--- src/hdl/wbps_pkg.sv ---
package wbps_pkg;

  localparam int unsigned PatWords   = 4;
  localparam int unsigned WordBits   = 64;
  localparam int unsigned LenBits    = 6;
  localparam int unsigned AddrBits   = 32;
  localparam int unsigned VecLimit   = 32;
  localparam int unsigned QDepth     = 2;
  localparam logic [7:0]  WildcardByte = 8'h2A;

  typedef enum logic [2:0] {
    REG_PAT_LOW    = 3'd0,
    REG_PAT_SECOND = 3'd1,
    REG_PAT_THIRD  = 3'd2,
    REG_PAT_HIGH   = 3'd3,
    REG_PAT_LENGTH = 3'd4,
    REG_BASE_ADDR  = 3'd5
  } cfg_reg_e;

  typedef logic [PatWords-1:0][WordBits-1:0] pat_words_t;

  // One pending result request: the start offset is turned into an address later.
  typedef struct packed {
    logic                found;
    logic [AddrBits-1:0] start;
  } q_entry_t;

  typedef struct packed {
    logic push;
    logic reported;
  } front_stat_t;

  typedef struct packed {
    logic full;
    logic empty;
  } q_stat_t;

endpackage

--- src/hdl/wildcard_byte_pattern_scanner_unit.sv ---
// Channel  Direction  Handshake                Payload
// in       request    in_valid_i / in_stall_o  in_data_byte_i, in_last_byte_i
// out      result     out_valid_o / out_stall_i out_found_o, out_match_address_o
// cfg      write      cfg_we_i                 cfg_idx_i, cfg_wdata_i
//
// One byte is accepted per cycle unless the input stalls; the shift-and update and
// all pattern compares happen combinationally in the front as the byte is taken,
// and any result request enters the queue and then the output register once that
// register is free. Reset clears the scan state, the configuration registers, the
// queue pointers and the output valid. The input stalls only when the two-entry
// result queue is full, which happens only while the output side stalls.
module wildcard_byte_pattern_scanner_unit import wbps_pkg::*; #(
  parameter int unsigned MAX_PATTERN_BYTES = 32
) (
  input  logic                clk_i,
  input  logic                rst_ni,
  input  logic                in_valid_i,
  output logic                in_stall_o,
  input  logic [7:0]          in_data_byte_i,
  input  logic                in_last_byte_i,
  output logic                out_valid_o,
  input  logic                out_stall_i,
  output logic                out_found_o,
  output logic [AddrBits-1:0] out_match_address_o,
  input  logic                cfg_we_i,
  input  logic [2:0]          cfg_idx_i,
  input  logic [WordBits-1:0] cfg_wdata_i
);

  localparam int unsigned VecW =
    (MAX_PATTERN_BYTES < VecLimit) ? MAX_PATTERN_BYTES : VecLimit;

  pat_words_t          words_q;
  logic [LenBits-1:0]  len_q;
  logic [AddrBits-1:0] base_q;

  logic        accept;
  q_entry_t    f_entry, q_entry;
  front_stat_t f_stat;
  q_stat_t     q_stat;
  logic        pop;

  always_ff @(posedge clk_i or negedge rst_ni) begin
    if (!rst_ni) begin
      words_q <= '0;
      len_q   <= '0;
      base_q  <= '0;
    end else if (cfg_we_i) begin
      case (cfg_idx_i)
        REG_PAT_LOW:    words_q[0] <= cfg_wdata_i;
        REG_PAT_SECOND: words_q[1] <= cfg_wdata_i;
        REG_PAT_THIRD:  words_q[2] <= cfg_wdata_i;
        REG_PAT_HIGH:   words_q[3] <= cfg_wdata_i;
        REG_PAT_LENGTH: len_q      <= cfg_wdata_i[LenBits-1:0];
        REG_BASE_ADDR:  base_q     <= cfg_wdata_i[AddrBits-1:0];
        default: ;
      endcase
    end
  end

  assign in_stall_o = q_stat.full;
  assign accept     = in_valid_i && !in_stall_o;

  wbps_front #(
    .VecW (VecW)
  ) u_front (
    .clk_i    (clk_i),
    .rst_ni   (rst_ni),
    .accept_i (accept),
    .data_i   (in_data_byte_i),
    .last_i   (in_last_byte_i),
    .words_i  (words_q),
    .len_i    (len_q),
    .entry_o  (f_entry),
    .stat_o   (f_stat)
  );

  wbps_queue u_queue (
    .clk_i   (clk_i),
    .rst_ni  (rst_ni),
    .push_i  (f_stat.push),
    .entry_i (f_entry),
    .pop_i   (pop),
    .entry_o (q_entry),
    .stat_o  (q_stat)
  );

  wbps_back u_back (
    .clk_i   (clk_i),
    .rst_ni  (rst_ni),
    .entry_i (q_entry),
    .empty_i (q_stat.empty),
    .base_i  (base_q),
    .pop_o   (pop),
    .valid_o (out_valid_o),
    .stall_i (out_stall_i),
    .found_o (out_found_o),
    .addr_o  (out_match_address_o)
  );

  // A not-found result always carries a zero address.
  a_nf_zero: assert property (@(posedge clk_i) disable iff (!rst_ni)
    out_valid_o && !out_found_o |-> out_match_address_o == '0)
    else $error("not-found result with nonzero address");

  // The end of a region with no earlier match must produce a result request.
  a_last_push: assert property (@(posedge clk_i) disable iff (!rst_ni)
    accept && in_last_byte_i && !f_stat.reported |-> f_stat.push)
    else $error("region ended without a result request");

  a_q_state: assert property (@(posedge clk_i) disable iff (!rst_ni)
    !(q_stat.full && q_stat.empty))
    else $error("result queue both full and empty");

  // After a reported match, bytes of the same region produce nothing.
  a_no_repeat: assert property (@(posedge clk_i) disable iff (!rst_ni)
    accept && f_stat.reported |-> !f_stat.push)
    else $error("second result request in one region");

endmodule

--- src/hdl/wbps_front.sv ---
module wbps_front import wbps_pkg::*; #(
  parameter int unsigned VecW = 32
) (
  input  logic               clk_i,
  input  logic               rst_ni,
  input  logic               accept_i,
  input  logic [7:0]         data_i,
  input  logic               last_i,
  input  pat_words_t         words_i,
  input  logic [LenBits-1:0] len_i,
  output q_entry_t           entry_o,
  output front_stat_t        stat_o
);

  logic [VecW-1:0]     vec_q, vec_d;
  logic [AddrBits-1:0] seen_q, seen_d;
  logic                rep_q, rep_d;

  logic [LenBits-1:0]  act_len;
  logic [VecW-1:0]     mask, keep, top, upd;
  logic                hit;
  logic [AddrBits-1:0] start;

  assign act_len = (len_i > LenBits'(VecW)) ? LenBits'(VecW) : len_i;

  // Per-position byte compare; each pattern byte sits at a fixed place in the words.
  for (genvar i = 0; i < VecW; i++) begin : g_cmp
    logic [7:0] pat;
    assign pat     = words_i[i / 8][(i % 8) * 8 +: 8];
    assign mask[i] = (pat == WildcardByte) || (pat == data_i);
    assign keep[i] = LenBits'(i) < act_len;
    assign top[i]  = LenBits'(i) == (act_len - LenBits'(1));
  end

  assign upd = ((vec_q << 1) | VecW'(1)) & mask & keep;

  always_comb begin
    vec_d = vec_q;
    hit   = 1'b0;
    start = seen_q;
    if (!rep_q) begin
      if (act_len == '0) begin
        hit = 1'b1;
      end else begin
        vec_d = upd;
        hit   = |(upd & top);
        start = seen_q - AddrBits'(act_len) + AddrBits'(1);
      end
    end
  end

  assign seen_d = (seen_q == '1) ? seen_q : seen_q + AddrBits'(1);
  assign rep_d  = rep_q | hit;

  assign entry_o.found   = hit;
  assign entry_o.start   = start;
  assign stat_o.push     = accept_i && !rep_q && (hit || last_i);
  assign stat_o.reported = rep_q;

  always_ff @(posedge clk_i or negedge rst_ni) begin
    if (!rst_ni) begin
      vec_q  <= '0;
      seen_q <= '0;
      rep_q  <= 1'b0;
    end else if (accept_i) begin
      if (last_i) begin
        vec_q  <= '0;
        seen_q <= '0;
        rep_q  <= 1'b0;
      end else begin
        vec_q  <= vec_d;
        seen_q <= seen_d;
        rep_q  <= rep_d;
      end
    end
  end

endmodule

--- src/hdl/wbps_queue.sv ---
module wbps_queue import wbps_pkg::*; (
  input  logic     clk_i,
  input  logic     rst_ni,
  input  logic     push_i,
  input  q_entry_t entry_i,
  input  logic     pop_i,
  output q_entry_t entry_o,
  output q_stat_t  stat_o
);

  localparam int unsigned PtrW = (QDepth > 1) ? $clog2(QDepth) : 1;
  localparam int unsigned CntW = $clog2(QDepth + 1);

  q_entry_t            slots_q [QDepth];
  logic [PtrW-1:0]     wr_q, rd_q;
  logic [CntW-1:0]     cnt_q;
  logic                do_push, do_pop;

  assign stat_o.full  = cnt_q == CntW'(QDepth);
  assign stat_o.empty = cnt_q == '0;
  assign do_push      = push_i && !stat_o.full;
  assign do_pop       = pop_i && !stat_o.empty;
  assign entry_o      = slots_q[rd_q];

  always_ff @(posedge clk_i) begin
    if (do_push) begin
      slots_q[wr_q] <= entry_i;
    end
  end

  always_ff @(posedge clk_i or negedge rst_ni) begin
    if (!rst_ni) begin
      wr_q  <= '0;
      rd_q  <= '0;
      cnt_q <= '0;
    end else begin
      if (do_push) begin
        wr_q <= (wr_q == PtrW'(QDepth - 1)) ? '0 : wr_q + PtrW'(1);
      end
      if (do_pop) begin
        rd_q <= (rd_q == PtrW'(QDepth - 1)) ? '0 : rd_q + PtrW'(1);
      end
      if (do_push && !do_pop) begin
        cnt_q <= cnt_q + CntW'(1);
      end else if (do_pop && !do_push) begin
        cnt_q <= cnt_q - CntW'(1);
      end
    end
  end

endmodule

--- src/hdl/wbps_back.sv ---
module wbps_back import wbps_pkg::*; (
  input  logic                clk_i,
  input  logic                rst_ni,
  input  q_entry_t            entry_i,
  input  logic                empty_i,
  input  logic [AddrBits-1:0] base_i,
  output logic                pop_o,
  output logic                valid_o,
  input  logic                stall_i,
  output logic                found_o,
  output logic [AddrBits-1:0] addr_o
);

  logic                valid_q;
  logic                found_q, found_d;
  logic [AddrBits-1:0] addr_q, addr_d;

  // The output register refills in the cycle it is taken.
  assign pop_o   = !empty_i && (!valid_q || !stall_i);
  assign found_d = entry_i.found;
  assign addr_d  = entry_i.found ? base_i + entry_i.start : '0;

  always_ff @(posedge clk_i or negedge rst_ni) begin
    if (!rst_ni) begin
      valid_q <= 1'b0;
    end else if (pop_o) begin
      valid_q <= 1'b1;
    end else if (!stall_i) begin
      valid_q <= 1'b0;
    end
  end

  always_ff @(posedge clk_i) begin
    if (pop_o) begin
      found_q <= found_d;
      addr_q  <= addr_d;
    end
  end

  assign valid_o = valid_q;
  assign found_o = found_q;
  assign addr_o  = addr_q;

endmodule
--- config.mk ---
export PLATFORM = sky130hd
export DESIGN_NAME = wildcard_byte_pattern_scanner_unit
export DESIGN_NICKNAME = d
export VERILOG_FILES = /design/src/hdl/wbps_pkg.sv /design/src/hdl/wildcard_byte_pattern_scanner_unit.sv /design/src/hdl/wbps_front.sv /design/src/hdl/wbps_queue.sv /design/src/hdl/wbps_back.sv
export SDC_FILE = /design/constraint.sdc
export NUM_CORES = 1
export LEC_CHECK = 0
export ABC_AREA = 1
export BUFFER_PORTS_ARGS = -buffer_cell sky130_fd_sc_hd__buf_2
export CORE_AREA = 2 2 248 250
export CTS_BUF_LIST = sky130_fd_sc_hd__clkbuf_16
export DETAILED_ROUTE_END_ITERATION = 7
export DIE_AREA = 0 0 250 252
export GPL_ROUTABILITY_DRIVEN = 1
export GPL_TIMING_DRIVEN = 0
export MAX_ROUTING_LAYER = met4
export PLACE_DENSITY = 0.62
export SLEW_MARGIN = 20
export SYNTH_ARGS = -nofsm -noshare
export SYNTH_HDL_FRONTEND = slang
export SYNTH_SLANG_ARGS = --single-unit
export TNS_END_PERCENT = 50
--- constraint.sdc ---
create_clock -name clk_i -period 4.7 [get_ports clk_i]
set_input_delay 0.94 -clock clk_i [delete_from_list [all_inputs] [get_ports clk_i]]
set_output_delay 0.94 -clock clk_i [all_outputs]
set_load 0.005 [all_outputs]
# Word level (Yosys, flattened, before mapping)
# Memories as Yosys holds them, arrays and structs flattened.
# Index checks and enable logic that the tools add are counted.
# Widths: inputs -> output; s select.
classes:
  eq_ne: 106
  muxes: 19
  reduce_logical: 63
  bitwise: 4
  magnitude_cmp: 33
  add_sub_neg: 9
ops:
  columns: ["cell", "count"]
  rows:
  - ["$eq 8x6->1 const B", 32]
  - ["$eq 8x8->1", 32]
  - ["$mux 32", 4]
  - ["$and 32x32->32", 3]
  - ["$eq 5x6->1 const A", 16]
  - ["$lt 5x6->1 const A", 16]
  - ["$mux 31", 3]
  - ["$add 32x1->32 const B", 2]
  - ["$eq 4x6->1 const A", 8]
  - ["$lt 4x6->1 const A", 8]
  - ["$logic_or 1x1->1", 34]
  - ["$add 32x32->32", 1]
  - ["$eq 32x32->1 const B", 1]
  - ["$reduce_or 32->1", 1]
  - ["$sub 32x6->32", 1]
  - ["$eq 3x6->1 const A", 4]
  - ["$lt 3x6->1 const A", 4]
  - ["$reduce_and 2->1", 7]
  - ["$eq 2x6->1 const A", 2]
  - ["$logic_not 6->1", 2]
  - ["$lt 1x6->1 const A", 2]
  - ["$lt 2x6->1 const A", 2]
  - ["$mux 1", 9]
  - ["$logic_and 1x1->1", 8]
  - ["20 further kinds", 32]
word_totals:
  output_inout_bits: 35
  ff_bits: 396
  ramBits: 66
  in_bits: 81
  mem_count: 1
  wordCells: 250
memory_table:
  columns: ["name", "depth", "width", "read_ports", "rd_ports_with_merged_regs", "write_ports", "line", "source"]
  rows:
  - ["u_queue.slots_q", 2, 33, 1, 0, 1, "wbps_queue.sv:14", "q_entry_t slots_q [QDepth];"]

# Longest topological paths before layout
logic_depth:
  depth_word: 15
  ltp_mapped: 25
  mapped_depth_nobuf: 24

# Hierarchy
# A second synthesis with hierarchy kept.
unflattened:
  hier_cells: 3893
  area_unflattened_um2: 28549.9
by_module_without_submodules:
  columns: ["mod", "cells_per_inst", "area_per_inst_um2", "n_inst", "seq_area_each_um2"]
  rows:
  - ["wildcard_byte_pattern_scanner_unit", 1278, 11363.4, 1, 7357.1]
  - ["wbps_front", 1838, 10934.2, 1, 1601.5]
  - ["wbps_back", 573, 3611.0, 1, 1016.0]
  - ["wbps_queue", 204, 2641.3, 1, 2082.0]

# Worst setup path after synthesis
# Ideal clock, no wire load.
synth_timing:
  path_kind: "input-to-reg"
  from: "input port in_data_byte_i[5]"
  to: "memory u_queue.slots_q[1][0] (netlist bit), enable pin"
  arrival_ns: 3.708
  path_buffers: 2
  stages: 17
  required_ns: 4.277
  setup_slack_ns: 0.568
  setup_time_ns: 0.423
  cell_sequence: "buf_2 -> buf_2 -> xnor2_1 -> nand2_1 -> nor2_1 -> nand2_1 -> a21oi_1 -> nand3_1 -> nand2_1 -> nor2_1 -> nand2_1 -> nor2_1 -> nand3_2 -> nand2_2 -> nand2_2 -> nand2_2 -> nor2_1"
synth_between:
  elab_chain_len: 13
  word_cells_on_any_way: 75
  classes_between: "32 x eq/ne; 4 x mux; 3 x bitwise; 36 x reduce/logical"
synth_rtl:
  columns: ["item", "line", "source"]
  rows:
  - ["start, declared", "wildcard_byte_pattern_scanner_unit.sv:19", "input logic [7:0] in_data_byte_i,"]
  - ["$eq 8x8->1", "wbps_front.sv:30", "assign mask[i] = (pat == WildcardByte) || (pat == data_i);"]
  - ["$logic_or 1x1->1", "wbps_front.sv:30", null]
  - ["$and 32x32->32 * (2 in series)", "wbps_front.sv:35", "assign upd = ((vec_q << 1) | VecW'(1)) & mask & keep;"]
  - ["$and 32x32->32 *", "wbps_front.sv:46", "hit = |(upd & top);"]
  - ["$reduce_or 32->1 *", "wbps_front.sv:46", null]
  - ["$mux 1 *", "wbps_front.sv:42", "if (act_len == '0) begin"]
  - ["$mux 1 *", "wbps_front.sv:41", "if (!rep_q) begin"]
  - ["$logic_or 1x1->1 *", "wbps_front.sv:57", "assign stat_o.push = accept_i && !rep_q && (hit || last_i);"]
  - ["$logic_and 1x1->1 *", "wbps_front.sv:57", null]
  - ["$logic_and 1x1->1 *", "wbps_queue.sv:21", "assign do_push = push_i && !stat_o.full;"]
  - ["$mux 1 *", "wbps_queue.sv:26", "if (do_push) begin"]
  - ["$mux 1 (not written as such) *", "wbps_queue.sv:27", "slots_q[wr_q] <= entry_i;"]
  - ["end, declared", "wbps_queue.sv:14", null]
# Mark *: on every way between the ends. The rest lies on a longest branch, timed or not.

==> reports/summary.txt <==
DIE
--------------------------------------------------------------------------------------------------------
Area of the core                                                                              60,100 um2
Initial cell density of the core                                                                   44.9%
Die ar.                                                                                       63,000 um2
Die boundary height                                                                               252 um
Die X                                                                                             250 um
Boundary Pins                                                                                        116
Placement Rows                                                                                        90

CTS
--------------------------------------------------------------------------------------------------------
Post-CTS clock slew at the launch and capture registers of the worst setup and hold paths        0.06 ns
Hold buffer count at cts                                                                               0
Root Buffer Master                                                                             clkbuf_16
Number of sinks on the clock net                                                                     462
Latest clock arrival within the worst-skew pair                                                  0.61 ns
Longest Clk Path Bufs                                                                                  3
TritonCTS clock tree                                                                                 yes
Number of buffers created by CTS                                                                      53
Maximum level of the CTS H-tree                                                                        2
Post-CTS repair timing setup buffer count                                                              0
Total of cells resized after clock tree synthesis                                                      0

STA
--------------------------------------------------------------------------------------------------------
Minimum clock period after layout                                                                4.31 ns
Total negative setup slack                                                                          0 ns
Max-slew violations                                                                                    0
Hold slack final                                                                                0.269 ns
Clock skew after layout                                                                        0.0241 ns
Max frequency                                                                                    232 MHz
Period utilization                                                                                 91.8%
Slew headroom                                                                                      37.4%
Final number of hold-violating endpoints                                                               0
Unrepaired setup endpoints after global routing                                                    false
Final setup violating endpoints                                                                        0
Least-Margin Pin Slew                                                                           0.939 ns
Worst path setup slack after routing                                                            0.385 ns

GLOBAL ROUTE
--------------------------------------------------------------------------------------------------------
Aggregate global routing overflow                                                                      0
Wire length of the first global-routing pass                                                      133 mm
Met2 layer usage reported by global route                                                          42.5%
Global Route met1 Usage                                                                            40.1%
Antenna violations before repair                                                                       0
Number of global-route vias before repair                                                         22,500
Met3 global-route usage                                                                            3.83%
Busiest grt layer                                                                                   met2
Largest net degree at the start of global routing                                                     78
Global-route usage over all layers                                                                 28.4%

SYNTH
--------------------------------------------------------------------------------------------------------
Prevailing post-synth register cell                                                              dfrtp_1
Share of synthesized registers carrying an async set or reset                                      78.6%
Net Count, Synth                                                                                   3,623
Mean instance size in the synthesized netlist                                                   7.83 um2
Number of distinct library cell variants in the gate-level netlist after synthesis                    60
Biggest area consumer among synthesized cells                                                    dfrtp_1
Proportion of synthesized chip area in sequential cells                                            44.7%
Number of flops mapped to enable cells by yosys                                                       99
Yosys warns                                                                                            0
Post-synthesis instance total                                                                      3,446
Summed instance area of the synthesized netlist                                               27,000 um2
Seq cells post-synth                                                                                 462
Dominant cells by area after synthesis                                                      dfrtp_1 34%, nand2_1 13%, edfxtp_1 11%, o21ai_0 7.5%, xnor2_1 5.5%
Portion of synthesized cell area occupied by the leading cell type                                 33.6%

FINISH
--------------------------------------------------------------------------------------------------------
Fraction of final layout cells sized beyond drive strength 1                                       7.82%
Final standard cell utilization of the core                                                        50.6%
Synthesis-to-finish area growth                                                                    12.6%
Final net count                                                                                    3,790
Number of antenna repair diodes                                                                        0
Post-Layout Cell Count                                                                             4,438
Final cell area excluding filler cells                                                        30,400 um2

PWR
--------------------------------------------------------------------------------------------------------
Overall power of the completed layout                                                            14.9 mW
Lkg Pwr                                                                                          14.6 nW
Clock share of power                                                                               27.7%
Internal power component                                                                         9.31 mW
Portion of total power attributed to combinational logic                                           33.9%
Power per unit of standard cell area                                                          491 nW/um2
Share of total power consumed by net switching                                                     37.6%
Sequential fraction of design power                                                                38.4%
NetSw                                                                                            5.61 mW
Peak ir drop on the vdd network                                                                 0.306 mV

SETUP PATH
--------------------------------------------------------------------------------------------------------
Standard cell with the maximum stage delay on the critical path                                     fa_1
Critical Path, Cell by Cell                                                                 buf_2 > nor2_1 > nand3_1 > nand2_1 > nand2_1 > inv_1 > ha_1 > inv_1 > ha_1 > inv_1 > fa_1 > nand3b_1 > nand2_1 > a21oi_1 > o21ai_1 > a21boi_0 > o21ai_1 > a21oi_1 > xnor2_1 > o21ai_1 > inv_1
Critical register-to-register path endpoint                                                 u_queue.slots_q[1][21]
Type of origin of the critical path                                                            flip-flop
FF-to-FF path depth                                                                                   21
Top fanout value on the critical path                                                                  7
Critical Path End Type                                                                         flip-flop
Register-to-register setup slack                                                                 0.39 ns
CP Data Required Time                                                                            5.05 ns
Maximum single-stage delay on the critical path                                                  0.39 ns
Reg2Reg Launch Point                                                                            len_q[0]
Critical path data arrival time                                                                  4.67 ns
Path type of the worst setup path                                                                reg2reg
Dominant cell type by count on the critical path                                                   inv_1

ROUTE
--------------------------------------------------------------------------------------------------------
Final wirelength                                                                                 86.5 mm
DRC Markers                                                                                            0
1st-pass router iterations                                                                             6
Antenna violation net count after detailed routing                                                     0
Average routed wire per standard cell                                                            19.5 um
Vias per Instance                                                                                   5.38
Count of vias placed by the detailed router                                                       23,900
DRC marker count from the first detailed-route iteration                                           2,185

PLACE
--------------------------------------------------------------------------------------------------------
DPL Wire Length                                                                                  64.0 mm
RD Place Congestion                                                                                0.956
Port-buffer cells                                                                                    106
Placement Setup Slack                                                                           0.221 ns
Dpl cells                                                                                          4,340
Placed instance area                                                                          28,700 um2

OUTCOME
--------------------------------------------------------------------------------------------------------
Outcome                                                                                     finished clean

RUN
--------------------------------------------------------------------------------------------------------
Max_cap viols                                                                                          0

HOLD PATH
--------------------------------------------------------------------------------------------------------
Min-delay worst type                                                                            in2async

-- cells in the mapped netlist (2+ instances only) --
cell      number
a31oi_1        8
nand2_1      966
nand3_1      133
clkinv_1       4
nor3_1        40
edfxtp_1      99
nand3_2        2
o21ai_2        2
inv_2         14
fa_1           2
a21boi_1       2
o22ai_1        3
xnor2_1      169
o211ai_1       3
a21o_1         8
o31ai_1       14
a21oi_1      115
inv_1        391
nand2_4        6
nor3b_1        3
buf_2         27
nor2_2         5
nand4_1       76
inv_4          3
buf_4         11
xor2_1        43
o21ai_0      406
or2_0          2
or2_2         10
nor2_4         5
a21boi_0       3
a221oi_1       4
nand3b_1       6
o21a_1        13
nand2_2        8
clkbuf_1      92
o21bai_1       6
ha_1          94
nor2_8         2
nor2_1       207
nor4_1        38
dfrtp_1      363
o21ai_1       21
-- cells in the final DEF (no fill, tap or decap), drive strengths merged, types with 41 or more instances in the layout --
cell,synthesis,layout
a21oi,115,115
clkbuf,92,146
inv,408,426
dfrtp,363,363
nand2,980,980
o21ai,429,429
ha,94,94
nand3,135,135
nor2,219,219
buf,39,151
nor3,41,41
edfxtp,99,99
xnor2,169,169
nand4,77,77
xor2,43,43
-- worst max-delay path by stage --
stage	from	end	slack [ns]	depth (start not counted)
CTS	len_q[0]	u_queue.slots_q[0][21]	0.44	21
floorplan	in_data_byte_i[5]	u_queue.slots_q[1][0]	0.57	17
detailed placement	in_data_byte_i[3]	u_queue.cnt_q[1]	0.22	21
finish	len_q[0]	u_queue.slots_q[1][21]	0.39	21
global placement	rst_ni	base_q[25]	-4.73	1
global route	len_q[0]	u_queue.slots_q[0][21]	0.09	21
-- cell families after synthesis --
kind of cell	synth area share (%)
simple gates	23.8
compound gates	12.3
buf+inv	7.88
flops	44.7
xor+xnor	6.88
fa+ha+maj	4.50
-- critical path, delay by kind of cell (launching register included) --
family                     cells  cell delay [ns]
AOI/OAI and AO/OA              6             1.34
and+or+nand+nor                6             0.92
adders and majority gates      3             0.79
buffers and inverters          5             0.51
DFF                            1             0.35
xor gates and xnor gates       1             0.15
-- flip-flops by register name, summed over array words and instances (netlist names), 2 cells and up --
| register | cells |
|---|---|
| base_q | 32 |
| len_q | 6 |
| u_back.addr_o | 32 |
| u_front.seen_q | 32 |
| u_front.vec_q | 31 |
| u_queue.cnt_q | 2 |
| u_queue.slots_q | 66 |
| words_q | 256 |
-- power by group through the flow --
stage	clock, mW	sequential (mW)	combinational (mW)
after floorplan	0	5.68	3.46
after global placement	0	5.79	4.92
after detailed placement	0	5.79	5.02
after CTS	4.17	5.73	5.04
after global routing	4.34	5.83	5.71
final	4.12	5.73	5.06
-- layout make-up --
class                      instances  area, um2
inverter                         412       1550
sequential                       462      12100
buffer                           131        574
clock inverter                    44        363
multi-input combinational       2441      12800
clock buffer                      54       1350
fill                            5909      29700
timing repair buffer             112        706
tap                              782        978
-- routing by layer --
metal  share of wire (%)  vias up  routed length, um
li1                    -    11600                  -
met5                   0        -                  0
met1                  45    11400              39300
met2                  44      763              38100
met4                 2.9        0               2540
met3                 7.6      158               6550
No activity file was read; power rests on OpenSTA's default activity.
